$ cat src/design/pli_pkg.sv
// ----------------------------------------------------------------------------
// Piecewise linear interpolator package
// Shared widths, codes and the command and status bundles that pass between
// the controller and the datapath.
// ----------------------------------------------------------------------------
package pli_pkg;

   localparam int TIME_W    = 32;
   localparam int COORD_W   = 32;
   localparam int CFG_W     = 11;
   localparam int INDEX_W   = 10;
   localparam int FRAC_BITS = 16;
   localparam int NUM_AXES  = 3;
   localparam int AXIS_W    = 2;
   localparam int STEP_W    = $clog2(FRAC_BITS);

   localparam logic [STEP_W-1:0] DIV_LAST  = STEP_W'(FRAC_BITS - 1);
   localparam logic [AXIS_W-1:0] AXIS_LAST = AXIS_W'(NUM_AXES - 1);

   localparam logic OP_LOAD  = 1'b0;
   localparam logic OP_QUERY = 1'b1;

   typedef enum logic [1:0] {
      RS_INTERP = 2'd0,
      RS_FIRST  = 2'd1,
      RS_LAST   = 2'd2,
      RS_EMPTY  = 2'd3
   } range_status_type;

   typedef enum logic [1:0] {
      RD_ZERO,
      RD_ONE,
      RD_LAST,
      RD_STEP
   } rd_sel_type;

   typedef enum logic [1:0] {
      RES_KEEP,
      RES_ZERO,
      RES_RD,
      RES_AXIS
   } res_op_type;

   typedef enum logic [2:0] {
      ST_IDLE,
      ST_FIRST,
      ST_LAST,
      ST_SCAN,
      ST_DIV,
      ST_MUL,
      ST_ACC,
      ST_DONE
   } state_type;

   typedef struct packed {
      logic              load;
      logic              start;
      logic              rd_en;
      rd_sel_type        rd_sel;
      logic              save_prev;
      logic              save_cur;
      logic              div_init;
      logic              div_step;
      logic              mul;
      logic [AXIS_W-1:0] axis;
      res_op_type        res_op;
      range_status_type  status;
      logic              out_load;
   } cmd_type;

   typedef struct packed {
      logic empty;
      logic t_le;
      logic t_ge;
      logic at_last;
   } dp_status_type;

endpackage

$ cat src/design/pli_ctrl.sv
// ----------------------------------------------------------------------------
// Piecewise linear interpolator controller
// Sequences each query through the clamp checks, the breakpoint scan, the
// fraction division and the per-axis blend, and owns the handshakes.
// ----------------------------------------------------------------------------
module pli_ctrl (
   input  logic                   clock,
   input  logic                   reset,
   input  logic                   req_valid,
   output logic                   req_ready,
   input  logic                   req_opcode,
   output logic                   rsp_valid,
   input  logic                   rsp_ready,
   input  pli_pkg::dp_status_type status,
   output pli_pkg::cmd_type       cmd
);
   import pli_pkg::*;

   state_type          state_ff, state_in;
   logic [STEP_W-1:0]  cnt_ff, cnt_in;
   logic [AXIS_W-1:0]  axis_ff, axis_in;
   logic               rsp_valid_ff, rsp_valid_in;
   logic               accept;

   always_ff @(posedge clock) begin
      if (reset) begin
         state_ff     <= ST_IDLE;
         cnt_ff       <= '0;
         axis_ff      <= '0;
         rsp_valid_ff <= 1'b0;
      end else begin
         state_ff     <= state_in;
         cnt_ff       <= cnt_in;
         axis_ff      <= axis_in;
         rsp_valid_ff <= rsp_valid_in;
      end
   end

   assign req_ready = (state_ff == ST_IDLE);
   assign accept    = req_valid && req_ready;
   assign rsp_valid = rsp_valid_ff;

   always_comb begin
      state_in     = state_ff;
      cnt_in       = cnt_ff;
      axis_in      = axis_ff;
      cmd          = '0;
      cmd.axis     = axis_ff;
      rsp_valid_in = rsp_valid_ff && !rsp_ready;

      unique case (state_ff)
         ST_IDLE: begin
            if (accept) begin
               if (req_opcode == OP_LOAD) begin
                  cmd.load = 1'b1;
               end else begin
                  cmd.start = 1'b1;
                  if (status.empty) begin
                     cmd.res_op = RES_ZERO;
                     cmd.status = RS_EMPTY;
                     state_in   = ST_DONE;
                  end else begin
                     cmd.rd_en  = 1'b1;
                     cmd.rd_sel = RD_ZERO;
                     state_in   = ST_FIRST;
                  end
               end
            end
         end
         ST_FIRST: begin
            cmd.save_prev = 1'b1;
            if (status.t_le) begin
               cmd.res_op = RES_RD;
               cmd.status = RS_FIRST;
               state_in   = ST_DONE;
            end else begin
               cmd.rd_en  = 1'b1;
               cmd.rd_sel = RD_LAST;
               state_in   = ST_LAST;
            end
         end
         ST_LAST: begin
            if (status.t_ge) begin
               cmd.res_op = RES_RD;
               cmd.status = RS_LAST;
               state_in   = ST_DONE;
            end else begin
               cmd.rd_en  = 1'b1;
               cmd.rd_sel = RD_ONE;
               state_in   = ST_SCAN;
            end
         end
         ST_SCAN: begin
            if (!status.t_ge) begin
               // First slot later than the query: bracket found.
               cmd.save_cur = 1'b1;
               cmd.div_init = 1'b1;
               cnt_in       = '0;
               state_in     = ST_DIV;
            end else if (status.at_last) begin
               cmd.res_op = RES_RD;
               cmd.status = RS_LAST;
               state_in   = ST_DONE;
            end else begin
               cmd.save_prev = 1'b1;
               cmd.rd_en     = 1'b1;
               cmd.rd_sel    = RD_STEP;
            end
         end
         ST_DIV: begin
            cmd.div_step = 1'b1;
            cnt_in       = cnt_ff + STEP_W'(1);
            if (cnt_ff == DIV_LAST) begin
               axis_in  = '0;
               state_in = ST_MUL;
            end
         end
         ST_MUL: begin
            cmd.mul  = 1'b1;
            state_in = ST_ACC;
         end
         ST_ACC: begin
            cmd.res_op = RES_AXIS;
            cmd.status = RS_INTERP;
            if (axis_ff == AXIS_LAST) begin
               state_in = ST_DONE;
            end else begin
               axis_in  = axis_ff + AXIS_W'(1);
               state_in = ST_MUL;
            end
         end
         ST_DONE: begin
            if (!rsp_valid_ff || rsp_ready) begin
               cmd.out_load = 1'b1;
               rsp_valid_in = 1'b1;
               state_in     = ST_IDLE;
            end
         end
         default: begin
            state_in = ST_IDLE;
         end
      endcase
   end

   // The output register is only refilled once its word has gone.
   a_no_overwrite: assert property (@(posedge clock) disable iff (reset)
      cmd.out_load |-> (!rsp_valid_ff || rsp_ready))
      else $error("output word overwritten while pending");

   // A query closes the input channel until it is finished.
   a_query_blocks: assert property (@(posedge clock) disable iff (reset)
      (accept && req_opcode == OP_QUERY) |=> !req_ready)
      else $error("input still open after a query");

   // The multiplier is only reached from the divider or from the previous axis.
   a_mul_entry: assert property (@(posedge clock) disable iff (reset)
      (state_ff == ST_MUL) |-> ($past(state_ff) == ST_DIV || $past(state_ff) == ST_ACC))
      else $error("blend started without a finished fraction");

   a_axis_range: assert property (@(posedge clock) disable iff (reset)
      axis_ff <= AXIS_LAST)
      else $error("axis counter out of range");

endmodule

$ cat config.mk
export PLATFORM = sky130hd
export DESIGN_NAME = pli_ctrl
export DESIGN_NICKNAME = d
export VERILOG_FILES = /design/src/design/pli_pkg.sv /design/src/design/pli_ctrl.sv
export SDC_FILE = /design/constraint.sdc
export NUM_CORES = 1
export LEC_CHECK = 0
export BUFFER_PORTS_ARGS = -buffer_cell sky130_fd_sc_hd__buf_2
export CORE_UTILIZATION = 45
export CTS_BUF_LIST = sky130_fd_sc_hd__clkbuf_2
export DETAILED_ROUTE_END_ITERATION = 10
export GPL_TIMING_DRIVEN = 0
export PLACE_DENSITY_LB_ADDON = 0.1
export SLEW_MARGIN = 30
export SYNTH_ARGS = -nofsm -noshare
export SYNTH_HDL_FRONTEND = slang
export SYNTH_SLANG_ARGS = --single-unit
$ cat constraint.sdc
create_clock -name clock -period 1.35 [get_ports clock]
set_clock_uncertainty 0.1 [all_clocks]
set_input_delay 0.27 -clock clock [delete_from_list [all_inputs] [get_ports clock]]
set_output_delay 0.27 -clock clock [all_outputs]
set_load 0.05 [all_outputs]
==> results of run 1 <==
[logic make-up (layout without fill, tap and decap cells)]
logic type | after synthesis | in the layout | synth area share (%)
compound gates | 28 | 28 | 23.8
simple gates | 45 | 45 | 34.1
fa+ha+maj | 2 | 2 | 3.36
buf+inv | 13 | 54 | 9.23
mux | 2 | 2 | 2.68
flops | 10 | 10 | 26.8
[critical path, stage by stage (launching register included)]
cell	delay (ps)
sky130_fd_sc_hd__dfxtp_4	410
sky130_fd_sc_hd__nor3_4	260
sky130_fd_sc_hd__and3_4	250
sky130_fd_sc_hd__nand2_4	90
sky130_fd_sc_hd__o21ai_4	80
sky130_fd_sc_hd__buf_6	170
[final timing paths]
path                                     to  slack (ps)  depth (start not counted)
worst min-delay path              rsp_valid         290                          3
worst max-delay path                 cmd[3]        -560                          5
worst max register to register  state_ff[1]        -320                          5
worst min register to register   axis_ff[0]         440                          2
[Yosys cell counts, types with 2 or more instances]
master | n | area [sq um]
sky130_fd_sc_hd__dfxtp_1 | 10 | 200
sky130_fd_sc_hd__a21oi_1 | 9 | 45.0
sky130_fd_sc_hd__nand2_1 | 9 | 33.8
sky130_fd_sc_hd__nor2_1 | 9 | 33.8
sky130_fd_sc_hd__nor3_1 | 6 | 30.0
sky130_fd_sc_hd__buf_4 | 5 | 37.5
sky130_fd_sc_hd__inv_1 | 5 | 18.8
sky130_fd_sc_hd__o21ai_1 | 5 | 25.0
sky130_fd_sc_hd__nor2b_1 | 4 | 25.0
sky130_fd_sc_hd__a211oi_1 | 3 | 22.5
sky130_fd_sc_hd__nand2b_1 | 3 | 18.8
sky130_fd_sc_hd__nand3_1 | 3 | 15.0
sky130_fd_sc_hd__a211o_1 | 2 | 17.5
sky130_fd_sc_hd__and3_1 | 2 | 12.5
sky130_fd_sc_hd__ha_1 | 2 | 25.0
sky130_fd_sc_hd__mux2i_1 | 2 | 20.0
sky130_fd_sc_hd__o21ai_0 | 2 | 10.0
[through the flow]
stage / total power [mW] / area (sq um) / util (%) / setup slack [ps] / std cells
after floorplan: 2.04 / 948 / - / -772 / 100
after global placement: 2.31 / 1100 / 72.1 / -397 / 142
after detailed placement: 2.34 / 1100 / 72.1 / -408 / 142
after CTS: 3.08 / 1350 / 88.4 / -485 / 153
after global routing: 3.57 / 1450 / 95.2 / -578 / 157
final: 3.47 / 1450 / 95.2 / -563 / 157
[sequential cells by signal, summed over array words and instances, names as in the netlist]
| register | flops |
|---|---|
| rsp_valid | 1 |
| cnt_ff | 4 |
| state_ff | 3 |
| axis_ff | 2 |
[final cells by class]
type                    instances  area (sq um)
clock inverters                 1          3.75
plain buffers                   5          56.3
clock buffers                   3          15.0
repair buffers                 39           367
flip-flops and latches         10           220
multi-input cells              77           739
inverters                       6          30.0
fillers                        39          72.6
well taps                      16          20.0
[layer usage]
metal | vias to the layer above | routed length [microns]
li1 | 442 | -
met1 | 515 | 1220
met2 | 88 | 1840
met3 | 32 | 318
met4 | 0 | 229
met5 | - | 0
[power groups by stage]
stage / registers (mW) / logic [mW] / clock network (mW)
floorplan: 0.434 / 1.61 / 0
global placement: 0.426 / 1.89 / 0
detailed placement: 0.430 / 1.91 / 0
CTS: 0.517 / 2.40 / 0.163
global route: 0.544 / 2.84 / 0.186
finish: 0.545 / 2.75 / 0.178
[what timing repair did]
| action | CTS | global route |
|---|---|---|
| pin swaps | 10 | 6 |
| setup buffers | 9 | 5 |
| endpoints found under the setup margin | 24 | 25 |
| resized for setup | 56 | 20 |
==> results.md, run 1 <==
- Result of the run: finished, violations left
- Violations in the final reports: negative setup slack
- Final count of negative-setup-slack endpoints: 25
- Endpoint kind of the worst setup timing path: output port
- Worst hold path startpoint: rsp_ready
- Floorplan row count: 14
- Total grt overflow: 0
- Peak supply drop: 2.06 mV
- Final hold slack: just under 300 ps
- Number of design-rule violations left by the first detailed-router iteration: 77
- HP Class: primary input to flip-flop
- Number of global-route vias before repair: around 960
- Largest net degree at the start of global routing: 11
- Number of synthesized flops with an enable pin: 0
- Data arrival, critical path: between 1500 and 2000 ps
- Share of the yosys chip area belonging to registers: approximately 27%
- Final #Nets: between 150 and 200
- Height of the chip: roughly 43 microns
- Post-route clock period utilization: 142%
- Seq cells post-synth: 10
- Sort of element at the start of the critical path: flip-flop
- P_int: 1.66 mW
- # DRC: 0
- Power dissipated by switching net loads: ~1.8 mW
- Number of maximum-capacitance constraint violations: 0
- Die Footprint: about 0.0018 sq mm
- Post-synth cell types: 36
- Global-route track usage on met1: 36.0%
- Final wirelength: 3.61 mm
- Sequential share of power: 15.7%
- Required time reported for the critical path endpoint: 980 ps
- Global-route usage over all layers: roughly a third
- Most common cell after layout, fill and taps aside: sky130_fd_sc_hd__buf_8
- Worst Max-Slew Pin Slew: 589 ps
- Detailed-route vias per instance: 6.86
- Sum of net half-perimeters after detailed placement: around 1.5 mm
- Proportion of power drawn by combinational gates: between 70% and 80%
- GR met3 Demand/Resource: 10.6%
- IO buf count: 26
- Synth Net Count: between 100 and 150
- TritonCTS clock tree: yes
- Share of power burned in the clock network: under 10%
- Most utilized layer in the global route result: met2
- Share of final-layout standard cells stronger than drive strength 1: 66.7%
- Synthesized netlist cell count: 100
- IO Count: 28
- Maximum clock frequency: between 0.5 and 0.6 GHz
- Die width: 42.7 microns
- Worst slew margin relative to its limit: between 60% and 70%
- Average cell area after synthesis: between 7 and 8 sq um
- First-pass GRT wire length: between 4 and 5 mm
- Via count: about 1100
- Worst-case setup margin in the final layout: -563 ps
- Std-Cell Core Area: roughly 0.0015 sq mm
- Most frequently used flop master after synthesis: sky130_fd_sc_hd__dfxtp_1
- Number of buffers added by the clock tree synthesis step: 3
- Clock slew at the register clock pins of the worst setup and hold paths: roughly 110 ps
- Worst setup path startpoint: state_ff[1]
- Power Density: 2390 mW/mm^2
- Buffer depth of the longest clock path: 2
- Hold violation count in the final report: 0
- Post-detailed-route wirelength per cell: about 23 microns
- Effective utilization at floorplan: 48.9%
- Final total negative setup slack: -8670 ps
- Detailed Routing Iterations Pass 1: 4
- Commonest non-fill, non-tap cells in the layout: 13 x sky130_fd_sc_hd__buf_8, 12 x sky130_fd_sc_hd__buf_4, 11 x sky130_fd_sc_hd__buf_2
- Count of warnings emitted by yosys: 0
- Number of sinks handled by clock tree synthesis: 10
- Met2 routing resource usage after global routing: between 50% and 60%
- Fin. max-slew vios: 0
- Critical-path maximum fanout: 7
- Clock latency on the worst-skew pair: ~280 ps
- Clk Tree Root Cell: sky130_fd_sc_hd__clkbuf_2
- Setup repair after global routing missed its margin: true
- Fraction of power spent switching nets: between 50% and 60%
- Area of the mapped netlist: roughly 750 sq um
- Area Growth Syn to Fin: 94.6%
- Worst setup path class: flip-flop to output port
- Initial antenna violation count: 0
- Diodes inserted: 0
- CTS hold repair buffers: 0
- Total number of H-tree levels: 1
- Gpl congestion: 0.785
- Minimum clock period: roughly 1900 ps
- Synth async-reset ratio: 0%
- Antenna Nets Post-Route: 0
- Reg-to-Reg Start: state_ff[2]
- Static leakage power: 0.601 nW
(Power assumes the default switching activity.)
==> run 2: changes to the inputs <==
--- a/config.mk
+++ b/config.mk
@@ -8,2 +8,3 @@
 export BUFFER_PORTS_ARGS = -buffer_cell sky130_fd_sc_hd__buf_2
+export CAP_MARGIN = 25
 export CORE_UTILIZATION = 45
@@ -13,2 +14,3 @@
 export PLACE_DENSITY_LB_ADDON = 0.1
+export SETUP_SLACK_MARGIN = 0.3
 export SLEW_MARGIN = 30
==> constraint.sdc (replaced) <==
create_clock -name clock -period 1.35 [get_ports clock]
set_clock_uncertainty 0.1 [all_clocks]
set_input_delay 0.0675 -clock clock [delete_from_list [all_inputs] [get_ports clock]]
set_output_delay 0.0675 -clock clock [all_outputs]
set_load 0.05 [all_outputs]
==> results.md, run 2 <==
- Area of the mapped netlist: between 700 and 800 sq um
- Number of cells upsized or downsized after cts: 78
- Post-synth cell types: 36
- Last flow stage reached: 4_1_cts
- Effective utilization at floorplan: around half
- Most frequently used cell type in the post-synthesis netlist: sky130_fd_sc_hd__dfxtp_1
- Largest area contributor in the synthesized netlist: sky130_fd_sc_hd__dfxtp_1
- Number of buffers added by the clock tree synthesis step: 3
- IO buf count: 26
- Gpl congestion: slightly below 0.8
- Floorplan row count: 14
- Number of sinks handled by clock tree synthesis: 10
- Most frequently used flop master after synthesis: sky130_fd_sc_hd__dfxtp_1
- Die width: ~43 microns
- Top-area cell type share of the netlist area: around 27%
- Result of the run: aborted with a tool error
- Share of the yosys chip area belonging to registers: ~27%
- Count of warnings emitted by yosys: 0
- Sum of net half-perimeters after detailed placement: between 1.5 and 2 mm
- Seq cells post-synth: 10
- IO Count: 28
- Average cell area after synthesis: around 7.5 sq um
- Buffer depth of the longest clock path: 2
- Top cells by area in the synthesized netlist: sky130_fd_sc_hd__dfxtp_1 27%, sky130_fd_sc_hd__a21oi_1 6.0%, sky130_fd_sc_hd__buf_4 5.0%
- Tool error: [ERROR DPL-0038] Utilization greater than 100%, impossible to legalize
- CTS hold repair buffers: 0
- Post-CTS setup buffer count: 23
- Number of synthesized flops with an enable pin: 0
- Synth Net Count: 111
- Clk Tree Root Cell: sky130_fd_sc_hd__clkbuf_2
- Total number of H-tree levels: 1
- Synthesized netlist cell count: 100
- Height of the chip: 42.7 microns
- Ranking of synthesized cells by instance count: 10 x sky130_fd_sc_hd__dfxtp_1, 9 x sky130_fd_sc_hd__a21oi_1, 9 x sky130_fd_sc_hd__nand2_1, 9 x sky130_fd_sc_hd__nor2_1, 6 x sky130_fd_sc_hd__nor3_1
- Synth async-reset ratio: 0%
==> run 2: cells by family after synthesis <==
kind of cell    after synthesis  synth area share, %
flops                        10                 26.8
fa+ha+maj                     2                 3.36
buf+inv                      13                 9.23
simple gates                 45                 34.1
mux                           2                 2.68
compound gates               28                 23.8
==> run 2: metrics by stage <==
| stage | instances | cell area (sq um) | setup WS (ps) | setup TNS, ps |
|---|---|---|---|---|
| 3_3_place_gp | 142 | 1100 | -193 | -1350 |
| 3_5_place_dp | 142 | 1100 | -229 | -1950 |
| 2_1_floorplan | 100 | 951 | -570 | -5320 |
==> run 3: changes to the inputs <==
CORE_AREA = 2 2 63 65   (was default)
CORE_UTILIZATION = default   (was 45)
CTS_BUF_LIST = default   (was sky130_fd_sc_hd__clkbuf_2)
DIE_AREA = 0 0 65 67   (was default)
PLACE_DENSITY_LB_ADDON = 0.15   (was 0.1)
SETUP_SLACK_MARGIN = default   (was 0.3)
clock period = 1.8 ns   (was 1.35 ns; I/O delays follow)
==> results.md, run 3 (synthesis gave the netlist of run 1 again) <==
- Result of the run: finished, final reports clean
- Number of design-rule violations left by the first detailed-router iteration: 12
- Peak supply drop: 0.657 mV
- Sequential share of power: approximately 16%
- Sum of net half-perimeters after detailed placement: between 1.5 and 2 mm
- Number of maximum-capacitance constraint violations: 0
- IO buf count: 26
- Worst slew margin relative to its limit: between 60 and 70%
- DR WL met2: 1.01 mm
- Area used by sequential logic in the layout: 201 sq um
- HP Class: primary input to flip-flop
- Via count: 815
- Wire length on met3: 87 microns
- Total number of H-tree levels: 1
- P_int: 891 uW
- Worst setup path class: flip-flop to output port
- Sort of element at the start of the critical path: flip-flop
- Placement Cell Area: around 1000 sq um
- Commonest non-fill, non-tap cells in the layout: 20 x sky130_fd_sc_hd__buf_2, 9 x sky130_fd_sc_hd__buf_4, 9 x sky130_fd_sc_hd__nor2_1, 9 x sky130_fd_sc_hd__dfxtp_1, 8 x sky130_fd_sc_hd__a21oi_1
- Die Footprint: ~0.0044 sq mm
- Area Growth Syn to Fin: 46.1%
- Share of power burned in the clock network: about an eighth
- Die width: approximately 65 microns
- Largest net degree at the start of global routing: 11
- Fin. max-slew vios: 0
- CTS hold repair buffers: 0
- Top Registers: cnt_ff: 4 flops, state_ff: 3 flops, axis_ff: 2 flops
- Post-detailed-route wirelength per cell: roughly 12 microns
- IO Count: 28
- Post-route clock period utilization: about 97%
- Worst Max-Slew Pin Slew: between 400 and 500 ps
- Effective utilization at floorplan: about a fifth
- Final count of negative-setup-slack endpoints: 0
- Number of global-route vias before repair: between 700 and 800
- Gpl congestion: 0.760
- Post-layout instance area: approximately 0.0011 sq mm
- Final total negative setup slack: 0 ps
- Total grt overflow: 0
- Diodes inserted: 0
- Final hold slack: around 94 ps
- Number of buffers added by the clock tree synthesis step: 3
- Initial antenna violation count: 0
- Worst slack at placement: 205 ps
- Maximum clock frequency: roughly 0.57 GHz
- Filler Cells Inserted: around 400
- Share of final-layout standard cells stronger than drive strength 1: 37.4%
- Antenna Nets Post-Route: 0
- Detailed Routing Iterations Pass 1: 4
- Endpoint kind of the worst setup timing path: output port
- Area of combinational cells with multiple inputs: about 540 sq um
- Flip-flop count of the largest register after layout: 4
- Clk Tree Root Cell: sky130_fd_sc_hd__clkbuf_8
- Final #Nets: 144
- Required time reported for the critical path endpoint: around 1600 ps
- Sum of routed wire segments on met1: about 1000 microns
- Clock slew at the register clock pins of the worst setup and hold paths: approximately 40 ps
- Detailed-route vias per instance: roughly 4.6
- # DRC: 0
- Hold violation count in the final report: 0
- Clock latency on the worst-skew pair: 230 ps
- Worst-case setup margin in the final layout: roughly 60 ps
- Most common cell after layout, fill and taps aside: sky130_fd_sc_hd__buf_2
- Global-route usage over all layers: 10.0%
- Fraction of power spent switching nets: a little over half
- Buffer depth of the longest clock path: 2
- Setup repair after global routing missed its margin: false
- Power Density: between 1500 and 2000 mW/mm^2
- Minimum clock period: 1740 ps
- Critical-path maximum fanout: 10
- Highest routed metal layer: met4
- Number of sinks handled by clock tree synthesis: 10
- Proportion of power drawn by combinational gates: between 70% and 80%
- First-pass GRT wire length: roughly 3.3 mm
- Height of the chip: between 60 and 70 microns
- Static leakage power: ~0.47 nW
- Data arrival, critical path: roughly 1600 ps
- Floorplan row count: 22
- Final wirelength: around 2.1 mm
- Power dissipated by switching net loads: just over 1 mW
- TritonCTS clock tree: yes
- Std-Cell Core Area: ~0.0036 sq mm
- Top reg by flops: cnt_ff
==> run 3: metal layers <==
metal	global-route usage, %	up-vias
li1	-	422
met1	12.3	377
met2	16.5	14
met3	2.87	2
met4	3.99	0
met5	0	-
==> run 3: worst paths after layout <==
check / start / end / slack, ps / cells after the start
setup reg to reg: axis_ff[0] / axis_ff[1] / 290 / 6
setup / recovery: state_ff[1] / cmd[14] / 60 / 6
hold / removal: rsp_ready / rsp_valid / 90 / 3
hold reg to reg: cnt_ff[3] / cnt_ff[3] / 380 / 1
==> run 3: final cells by class <==
cell class,instances,area share [%]
multi-input cells,77,49.9
flip-flops and latches,10,18.5
repair buffers,28,15.4
well taps,48,5.51
plain buffers,7,4.82
clock buffers,3,3.79
inverters,6,2.07
==> run 3: through the flow <==
stage	power (mW)	utilization, %	instances
floorplan	1.34	-	100
global placement	1.57	27.7	174
detailed placement	1.58	27.7	174
CTS	1.83	29.1	177
global route	2.03	30.2	179
finish	1.91	30.2	179
==> run 3: timing repair <==
action,4_1_cts,5_1_grt
gates resized for setup,4,8
buffers inserted,0,2
hold endpoints to repair,0,0
endpoints found under the setup margin,4,7
pin swaps,0,1
==> run 3: worst max-delay path, cell delays in order (launching register included) <==
cell                       delay [ps]
sky130_fd_sc_hd__dfxtp_1          300
sky130_fd_sc_hd__buf_6            130
sky130_fd_sc_hd__buf_4            170
sky130_fd_sc_hd__inv_2            150
sky130_fd_sc_hd__nor3_4            60
sky130_fd_sc_hd__a221o_2          290
sky130_fd_sc_hd__clkbuf_4         210
==> run 3: power groups by stage <==
stage | Combinational [mW] | Clock (mW) | Sequential [mW]
5_1_grt | 1.47 | 0.243 | 0.314
4_1_cts | 1.29 | 0.233 | 0.306
3_3_place_gp | 1.26 | 0 | 0.307
6_report | 1.37 | 0.225 | 0.309
2_1_floorplan | 1.03 | 0 | 0.312
3_5_place_dp | 1.27 | 0 | 0.309
